File: src/hdl/hrc_pkg.sv
// Shared types, codes and default sizes for the history ring with cursor.
package hrc_pkg;

    localparam int DEPTH_DEFAULT       = 128;
    localparam int ENTRY_WIDTH_DEFAULT = 32;

    localparam logic [2:0] OP_ADD    = 3'd0;
    localparam logic [2:0] OP_PREV   = 3'd1;
    localparam logic [2:0] OP_NEXT   = 3'd2;
    localparam logic [2:0] OP_RECALL = 3'd3;
    localparam logic [2:0] OP_CLEAR  = 3'd4;

    localparam logic [1:0] ST_DONE = 2'd0;
    localparam logic [1:0] ST_NONE = 2'd1;
    localparam logic [1:0] ST_END  = 2'd2;

    typedef struct packed {
        logic [2:0]  opcode;
        logic [31:0] entry_value;
        logic [7:0]  recall_number;
    } hrc_in_t;

    typedef struct packed {
        logic [1:0]  status;
        logic [31:0] entry_out;
        logic [7:0]  entries_held;
    } hrc_out_t;

    typedef struct packed {
        logic [1:0] status;
        logic       use_value;
        logic [7:0] entries_held;
    } hrc_res_t;

endpackage

File: src/hdl/hrc_ram.sv
// Generic single-port-write, registered-read RAM.
module hrc_ram #(
    parameter int WIDTH = 32,
    parameter int DEPTH = 128,
    localparam int AW = $clog2(DEPTH)
) (
    input  logic             clk,
    input  logic             wr_en,
    input  logic [AW-1:0]    wr_addr,
    input  logic [WIDTH-1:0] wr_data,
    input  logic             rd_en,
    input  logic [AW-1:0]    rd_addr,
    output logic [WIDTH-1:0] rd_data
);

    logic [WIDTH-1:0] mem [DEPTH];

    always_ff @(posedge clk)
    begin
        if (wr_en)
        begin
            mem[wr_addr] <= wr_data;
        end
        if (rd_en)
        begin
            rd_data <= mem[rd_addr];
        end
    end

endmodule

File: src/hdl/hrc_ctl.sv
// Ring pointers, cursor state and the per-command decision logic.
module hrc_ctl import hrc_pkg::*; #(
    parameter int DEPTH       = DEPTH_DEFAULT,
    parameter int ENTRY_WIDTH = ENTRY_WIDTH_DEFAULT,
    localparam int IW = $clog2(DEPTH)
) (
    input  logic                   clk,
    input  logic                   rst_n,
    input  logic                   step,
    input  hrc_in_t                cmd,
    output logic                   wr_en,
    output logic [IW-1:0]          wr_addr,
    output logic [ENTRY_WIDTH-1:0] wr_data,
    output logic [IW-1:0]          rd_addr,
    output hrc_res_t               res
);

    localparam int CW   = $clog2(DEPTH + 1);
    localparam int CMPW = (CW > 8) ? CW : 8;
    localparam logic [IW-1:0] LAST    = IW'(DEPTH - 1);
    localparam logic [CW-1:0] FULL    = CW'(DEPTH);
    localparam logic [IW:0]   DEPTH_W = (IW + 1)'(DEPTH);

    logic [IW-1:0] oldest_reg, oldest_next;
    logic [IW-1:0] cursor_reg, cursor_next;
    logic [CW-1:0] held_reg, held_next;
    logic          active_reg, active_next;

    logic [IW-1:0] newest_slot;
    logic [IW-1:0] recall_slot;
    logic          recall_ok;

    function automatic logic [IW-1:0] wrap_add(input logic [IW-1:0] base,
                                               input logic [IW-1:0] off);
        logic [IW:0] sum;
        sum = {1'b0, base} + {1'b0, off};
        if (sum >= DEPTH_W)
        begin
            sum = sum - DEPTH_W;
        end
        return sum[IW-1:0];
    endfunction

    assign newest_slot = wrap_add(oldest_reg, IW'(held_reg - CW'(1)));
    assign recall_slot = wrap_add(oldest_reg, IW'(cmd.recall_number - 8'd1));
    assign recall_ok   = (cmd.recall_number != 8'd0)
                      && (CMPW'(cmd.recall_number) <= CMPW'(held_reg));

    always_comb
    begin
        oldest_next   = oldest_reg;
        cursor_next   = cursor_reg;
        held_next     = held_reg;
        active_next   = active_reg;
        wr_en         = 1'b0;
        wr_addr       = oldest_reg;
        wr_data       = ENTRY_WIDTH'(cmd.entry_value);
        rd_addr       = cursor_reg;
        res.status    = ST_DONE;
        res.use_value = 1'b0;

        case (cmd.opcode)
            OP_ADD:
            begin
                wr_en = step;
                if (held_reg < FULL)
                begin
                    wr_addr   = wrap_add(oldest_reg, IW'(held_reg));
                    held_next = held_reg + CW'(1);
                end
                else
                begin
                    wr_addr     = oldest_reg;
                    oldest_next = (oldest_reg == LAST) ? '0 : oldest_reg + IW'(1);
                end
                active_next = 1'b0;
            end
            OP_PREV:
            begin
                if (held_reg == '0)
                begin
                    res.status = ST_NONE;
                end
                else
                begin
                    if (!active_reg)
                    begin
                        cursor_next = newest_slot;
                        active_next = 1'b1;
                    end
                    else if (cursor_reg != oldest_reg)
                    begin
                        cursor_next = (cursor_reg == '0) ? LAST : cursor_reg - IW'(1);
                    end
                    rd_addr       = cursor_next;
                    res.use_value = 1'b1;
                end
            end
            OP_NEXT:
            begin
                if (!active_reg || held_reg == '0)
                begin
                    active_next = 1'b0;
                    res.status  = ST_NONE;
                end
                else if (cursor_reg != newest_slot)
                begin
                    cursor_next   = (cursor_reg == LAST) ? '0 : cursor_reg + IW'(1);
                    rd_addr       = cursor_next;
                    res.use_value = 1'b1;
                end
                else
                begin
                    active_next = 1'b0;
                    res.status  = ST_END;
                end
            end
            OP_RECALL:
            begin
                if (recall_ok)
                begin
                    rd_addr       = recall_slot;
                    res.use_value = 1'b1;
                end
                else
                begin
                    res.status = ST_NONE;
                end
            end
            OP_CLEAR:
            begin
                held_next   = '0;
                oldest_next = '0;
                cursor_next = '0;
                active_next = 1'b0;
            end
            default:
            begin
                res.status = ST_NONE;
            end
        endcase

        res.entries_held = 8'(held_next);
    end

    always_ff @(posedge clk or negedge rst_n)
    begin
        if (!rst_n)
        begin
            oldest_reg <= '0;
            cursor_reg <= '0;
            held_reg   <= '0;
            active_reg <= 1'b0;
        end
        else if (step)
        begin
            oldest_reg <= oldest_next;
            cursor_reg <= cursor_next;
            held_reg   <= held_next;
            active_reg <= active_next;
        end
    end

endmodule

File: src/hdl/history_ring_with_cursor.sv
// Top level of the history ring with browse cursor.
// The block accepts one command beat per clock while the command side does not stall and
// returns one result beat for each, passed through the command register and then the
// store's registered read port, which also serves as the result register. Every command
// reads or writes at most one store entry, so the single write port and single read port
// of the store set the rate. Entries never written read as undefined; no clearing pass runs
// after reset. A stall on the result side holds the pipeline, and the command side then
// stalls only once the command register is also occupied.
module history_ring_with_cursor import hrc_pkg::*; #(
    parameter int DEPTH       = DEPTH_DEFAULT,
    parameter int ENTRY_WIDTH = ENTRY_WIDTH_DEFAULT
) (
    input  logic     clk,
    input  logic     rst_n,
    input  logic     cmd_valid,
    output logic     cmd_stall,
    input  hrc_in_t  cmd,
    output logic     rsp_valid,
    input  logic     rsp_stall,
    output hrc_out_t rsp
);

    localparam int IW = $clog2(DEPTH);

    hrc_in_t  cmd_reg;
    logic     cmd_valid_reg, cmd_valid_next;
    logic     rsp_valid_reg, rsp_valid_next;
    hrc_res_t res_reg;
    hrc_res_t res;

    logic                   advance;
    logic                   step;
    logic                   accept;
    logic                   wr_en;
    logic [IW-1:0]          wr_addr;
    logic [ENTRY_WIDTH-1:0] wr_data;
    logic [IW-1:0]          rd_addr;
    logic [ENTRY_WIDTH-1:0] rd_data;

    assign advance = !rsp_valid_reg || !rsp_stall;
    assign step    = cmd_valid_reg && advance;
    assign cmd_stall = cmd_valid_reg && !advance;
    assign accept  = cmd_valid && !cmd_stall;

    assign cmd_valid_next = accept ? 1'b1 : (advance ? 1'b0 : cmd_valid_reg);
    assign rsp_valid_next = advance ? cmd_valid_reg : rsp_valid_reg;

    hrc_ctl #(
        .DEPTH       (DEPTH),
        .ENTRY_WIDTH (ENTRY_WIDTH)
    ) u_ctl (
        .clk     (clk),
        .rst_n   (rst_n),
        .step    (step),
        .cmd     (cmd_reg),
        .wr_en   (wr_en),
        .wr_addr (wr_addr),
        .wr_data (wr_data),
        .rd_addr (rd_addr),
        .res     (res)
    );

    hrc_ram #(
        .WIDTH (ENTRY_WIDTH),
        .DEPTH (DEPTH)
    ) u_store (
        .clk     (clk),
        .wr_en   (wr_en),
        .wr_addr (wr_addr),
        .wr_data (wr_data),
        .rd_en   (step),
        .rd_addr (rd_addr),
        .rd_data (rd_data)
    );

    always_ff @(posedge clk or negedge rst_n)
    begin
        if (!rst_n)
        begin
            cmd_valid_reg <= 1'b0;
            rsp_valid_reg <= 1'b0;
        end
        else
        begin
            cmd_valid_reg <= cmd_valid_next;
            rsp_valid_reg <= rsp_valid_next;
        end
    end

    always_ff @(posedge clk)
    begin
        if (accept)
        begin
            cmd_reg <= cmd;
        end
        if (step)
        begin
            res_reg <= res;
        end
    end

    always_comb
    begin
        rsp.status       = res_reg.status;
        rsp.entry_out    = res_reg.use_value ? 32'(rd_data) : '0;
        rsp.entries_held = res_reg.entries_held;
    end

    assign rsp_valid = rsp_valid_reg;

endmodule

File: config.mk
export PLATFORM = sky130hd
export DESIGN_NAME = history_ring_with_cursor
export DESIGN_NICKNAME = d
export VERILOG_FILES = /design/src/hdl/hrc_pkg.sv /design/src/hdl/hrc_ram.sv /design/src/hdl/hrc_ctl.sv /design/src/hdl/history_ring_with_cursor.sv
export SDC_FILE = /design/constraint.sdc
export NUM_CORES = 2
export LEC_CHECK = 0
export BUFFER_PORTS_ARGS = -buffer_cell sky130_fd_sc_hd__buf_2
export CORE_MARGIN = 4
export CORE_UTILIZATION = 55
export DETAILED_ROUTE_END_ITERATION = 12
export PLACE_DENSITY = 0.82
export SYNTH_ARGS = -nofsm -noshare
export SYNTH_HDL_FRONTEND = slang
export SYNTH_HIERARCHICAL = 1
export SYNTH_SLANG_ARGS = --single-unit
File: constraint.sdc
create_clock -name clk -period 9.11 [get_ports clk]
set_clock_uncertainty 0.1 [all_clocks]
set_input_delay 1.3665 -clock clk [delete_from_list [all_inputs] [get_ports clk]]
set_output_delay 1.3665 -clock clk [all_outputs]
set_load 0.05 [all_outputs]
After elaboration in Yosys (flattened, before gate mapping) --
Memories as Yosys holds them, arrays and structs flattened. A register that Yosys moved wholly into a read port is not among the register bits. Cells that the tools add are included. Widths: inputs -> output; s select.
Storage, ports and cells: memories 1, register bits 79, bits in writable memories 4096, output and inout bits 44, bits of input ports 47
Cells by class: $lt $le $gt $ge 5, eq/ne operators 11, mux-type cells 40, add/subtract/negate cells 12, reductions and logical operators 23
Memories:
- u_store.mem | words 128, width 32, read ports 1, clocked after Yosys merged registers in 1, write ports 1, line hrc_ram.sv:16 | logic [WIDTH-1:0] mem [DEPTH];
Operators with widths (number):
- $mux 7 | 15
- $pmux 7 s3 | 2
- $sub 7x1->7 const B | 6
- $mux 32 | 1
- $add 7x7->8 | 3
- $ge 8x8->1 const B | 3
- $pmux 8 s2 | 1
- $add 7x1->7 const B | 2
- $eq 7x7->1 const B | 2
- $mux 1 | 14
- $ne 7x7->1 | 2
- $pmux 7 s2 | 1
- $add 8x1->8 const B | 1
- $le 8x8->1 | 1
- $logic_not 8->1 | 1
- $lt 8x8->1 const B | 1
- $mux 8 | 1
- $pmux 2 s4 | 1
- $reduce_bool 8->1 | 1
- $logic_not 7->1 | 1
- $eq 3x2->1 const B | 2
- $pmux 1 s3 | 2
- $reduce_bool 3->1 | 2
- $logic_not 1->1 | 5
- 13 further kinds | 20

Logic depth before layout (Yosys ltp) --
depth after elaboration 8, gate-level depth with buffers 22

By module --
The synthesis kept the hierarchy.
Modules (own cells, without submodules):
- hrc_ram | seq. area each 123958.9 µm², area each 156596.4 µm², cells an instance 5990, times used 1
- hrc_ctl | seq. area each 575.6 µm², area each 3794.9 µm², cells an instance 510, times used 1
- history_ring_with_cursor | seq. area each 1671.6 µm², area each 2038.2 µm², cells an instance 107, times used 1

Worst setup path before layout --
No wires, ideal clock.
path type input-to-reg, from in rsp_stall, to mem u_store.mem[98][0], enable pin, slack 0.503 ns, required time 8.549 ns, arrival time 8.046 ns, stages on the path 7, cells stage by stage a21boi_0 -> clkbuf_1 -> nand2_1 -> nor2_1 -> clkbuf_1 -> nand4_1 -> nor3_1
Between the ends: longest elaborated chain between the ends 6
RTL lines:
- start, declared | line history_ring_with_cursor.sv:19 | input logic rsp_stall,
- $logic_not 1->1 | line history_ring_with_cursor.sv:40 | assign advance = !rsp_valid_reg || !rsp_stall;
- $logic_or 1x1->1 | line history_ring_with_cursor.sv:40
- $logic_and 1x1->1 | line history_ring_with_cursor.sv:41 | assign step = cmd_valid_reg && advance;
- $mux 1 | line hrc_ctl.sv:62 | case (cmd.opcode)
- named net wr_en | line history_ring_with_cursor.sv:34 | logic wr_en;
- $mux 1 | line hrc_ram.sv:20 | if (wr_en)
- $mux 1 (implied by the code) | line hrc_ram.sv:22 | mem[wr_addr] <= wr_data;
- end, declared | line hrc_ram.sv:16
The timed path passes the listed nets, and every way through them passes these cells.

Worst setup path in the final report --
from reg u_ctl.held_reg[1], to reg u_store.rd_data[15], read port of u_store.mem (data pin)
Between the ends: longest elaborated chain between the ends 8, elaborated cells between the ends (all ways) 16, classes of those cells 3 x add/sub; 2 x order compare; 1 x eq/ne; 7 x mux; 3 x reduce/logical
RTL lines:
- start, declared | line hrc_ctl.sv:26 | logic [CW-1:0] held_reg, held_next;
- start signal, assigned | line hrc_ctl.sv:159 | held_reg <= held_next;
- $sub 7x1->7 | line hrc_ctl.sv:44 | assign newest_slot = wrap_add(oldest_reg, IW'(held_reg - CW'(1)));
- $add 7x7->8 | line hrc_ctl.sv:36 | sum = {1'b0, base} + {1'b0, off};
- $sub 7x1->7 / $ge 8x8->1 (equally long branches) | line hrc_ctl.sv:39, hrc_ctl.sv:37
- $mux 7 | line hrc_ctl.sv:37 | if (sum >= DEPTH_W)
- $ne 7x7->1 | line hrc_ctl.sv:106 | else if (cursor_reg != newest_slot)
- $mux 7 (2 in a row)
- $pmux 7 s3 (*) | line hrc_ctl.sv:62
- named net rd_addr[0] | line history_ring_with_cursor.sv:37 | logic [IW-1:0] rd_addr;
- end, declared | line hrc_ram.sv:13 | output logic [WIDTH-1:0] rd_data
The timed path passes the listed nets; every way through them passes the cells marked *. A chain may end at the register's enable or synchronous reset.

==> metrics.cfg <==
[outcome]
status=completed

[clock_network]
htree_levels=5
clk_path_buf_depth=4
clock-sinks=4207
cts.clk_slew.worst_paths_ns=0.07
ctsResizeCount=0
clk_latency_ns=0.97
cts_root_buffer=clkbuf_16
numCtsBuffers=398
cts_tree=yes
cts_hold_buf=0
cts_setup_buffers=0

[grt]
grt_usage=0.335
overflow=0
grt_pass1_wl_um=701000
antenna_found_initial=77
grt_pass1_vias=83800
grt_max_degree=129

[sta]
min_period_ns=8.01
fin_setup_tns_ns=0
fin_ws_ns=1.10
relSlewSlack=0.0689
final_max_slew_viol_count=0
clock.fmax_mhz=125
setup_viol=0
timing.final.crit_share=0.879
hold_viol_final=0
worst_slew_pin_slew_ns=1.39
rsz0062_at_grt=false

[die]
chipHeight_um=551
io_pins=91
core.rowCount=199
coreArea_sq_um=294000
die_area_sq_um=304000
dieWidth_um=551
initial_utilization=0.552

[finish]
finalNetCount=7108
drive_above_1_share=0.342
largest_reg_flops=4096
finalNonFillerCells=11300
area_growth_pct=12.4
finish.instance_area_sq_um=183000

[critical_path]
slowest_stage=a21oi_1
startpoint_type=register
criticalPathCategory=register to register
crit_buf_inv=3
max_stage_delay_ns=0.79
r2r_start=u_ctl/held_reg[1]
arrival_ns=8.64
required_ns=9.74
rr_worst_depth=18
crit_fanout=63
rr_endpoint=u_store/rd_data[15]
crit_family=multiplexers
r2r_setup_slack_ns=1.10
endpoint_kind=register
path_cells=inv_1 > ha_1 > nand3_1 > xnor2_1 > ha_1 > a21oi_1 > and2b_1 > nor2_4 > xnor3_2 > a21oi_1 > xnor2_1 > a211o_4 > buf_12 > buf_4 > mux4_2 > mux4_2 > mux4_2 > mux2_2
crit_top_cell=mux4_2

[logic_synthesis]
seq_area_frac_synth=0.777
muxShareOfSynthArea=0.189
synth_top_family_by_area=multiplexers
synthXorXnorAreaFrac=0.00281
syn_avg_cell_area_sq_um=24.6
syn_inst=6607
synth-compound-area-share=0.00605
synth_cell_types=72
synth_flop_cell=edfxtp_1
yosys.area_share.simple=0.0110
syn_nets=6692
netlist_area_sq_um=162000
synthAdderAreaFrac=0.00307
synthArstFlopShare=0.00594
yosys_warnings=6
synth-edff-count=4182
ys_seq_elements=4207

[drt]
drtIter0Drc=19300
firstDrtPassIters=8
drcViolationCount=0
wl_um=513000
viasPerCell=7.47
antenna_left=0
vias=84300
wl_per_cell_um=45.5

[pwr]
power_leakage_nw=55.8
pwr_density_cell_nw_per_um2=320
irDropWorstVdd_uv=245

[placed_design]
hpwl_um=251000
dpl.cell_count=10500
gp_congestion=0.868
dp_worst_setup_slack_ns=1.49
port_buffers=90
dpl_cell_area_sq_um=170000

[flow_run]
cap_violations=0

[worst_hold_path]
min_path_type=input port to async pin

==> power by group <==
part           switching [mW]  internal, mW
Combinational            11.6          8.45
Clock                    7.65          9.01
Sequential              0.267          21.6
Total                    19.5          39.0
==> metal layers <==
| metal | GRT usage | wire length, um | up-vias |
|---|---|---|---|
| li1 | - | - | 29400 |
| met1 | 0.422 | 149000 | 43000 |
| met2 | 0.524 | 243000 | 9785 |
| met3 | 0.106 | 82900 | 2122 |
| met4 | 0.188 | 38300 | 62 |
| met5 | 0.00328 | 575 | - |
==> cell usage after synthesis (all sizes together) (22+ instances only) <==
| library cell | n | area, sq um |
|---|---|---|
| nand2 | 60 | 225 |
| o21ai | 47 | 235 |
| nand3 | 29 | 145 |
| buf | 183 | 983 |
| mux4 | 1344 | 30300 |
| edfxtp | 4182 | 126000 |
| ha | 35 | 438 |
| dfrtp | 25 | 626 |
| nor2 | 159 | 604 |
| mux2 | 33 | 372 |
| clkbuf | 203 | 766 |
| nor3 | 22 | 110 |
| inv | 23 | 86.3 |
| a21oi | 42 | 221 |
| xnor2 | 30 | 270 |
| and2 | 36 | 265 |
==> how the worst max path moves through the flow <==
stage | start | end | slack [ns] | depth (start not counted)
after global placement | u_ctl/held_reg[0] | u_store/rd_data[21] | 1.47 | 19
after CTS | u_ctl/held_reg[1] | u_store/rd_data[30] | 1.33 | 18
after global routing | u_ctl/held_reg[1] | u_store/rd_data[15] | 0.91 | 18
after detailed placement | u_ctl/held_reg[1] | u_store/rd_data[30] | 1.49 | 18
after floorplan | rsp_stall | u_store/mem[98][0] | 0.50 | 7
final | u_ctl/held_reg[1] | u_store/rd_data[15] | 1.10 | 18
==> through the flow <==
| step | util | total power [mW] | hold slack [ns] |
|---|---|---|---|
| floorplan | - | 34.0 | 0.343 |
| global placement | 0.578 | 39.9 | 0.369 |
| detailed placement | 0.578 | 40.5 | 0.402 |
| CTS | 0.620 | 57.7 | 0.319 |
| global route | 0.621 | 59.5 | 0.368 |
| finish | 0.621 | 58.5 | 0.320 |
==> cell families (layout without fill, tap and decap cells) <==
family,count (synthesis),count (layout)
AOI/OAI and AO/OA,154,154
xor gates and xnor gates,48,48
adders and majority gates,38,38
buffers and inverters,411,1141
DFF,4207,4207
muxes,1378,1378
other,0,39
and+or+nand+nor,371,371
==> area by class of cell <==
type | count | area (sq um)
sequential | 4207 | 126000
fill | 17400 | 111000
multi-input combinational | 1989 | 35400
clock buffer | 493 | 10500
tap | 3919 | 4900
timing repair buffer | 402 | 3410
clock inverter | 221 | 1970
antenna | 39 | 97.6
inverter | 25 | 93.8
==> cells in the final DEF, fill, tap and decap left out, types with 35 or more instances in the layout <==
| cell | count |
|---|---|
| buf_12 | 43 |
| buf_4 | 262 |
| nor2_1 | 39 |
| nor2_4 | 120 |
| a21oi_1 | 41 |
| edfxtp_1 | 4182 |
| clkbuf_1 | 86 |
| mux4_2 | 1344 |
| clkinv_2 | 72 |
| clkbuf_16 | 406 |
| clkinv_1 | 87 |
| nand2_1 | 60 |
| o21ai_0 | 38 |
| ha_1 | 35 |
| buf_2 | 90 |
| diode_2 | 39 |
Note: power is estimated with default switching activity, not from simulation.
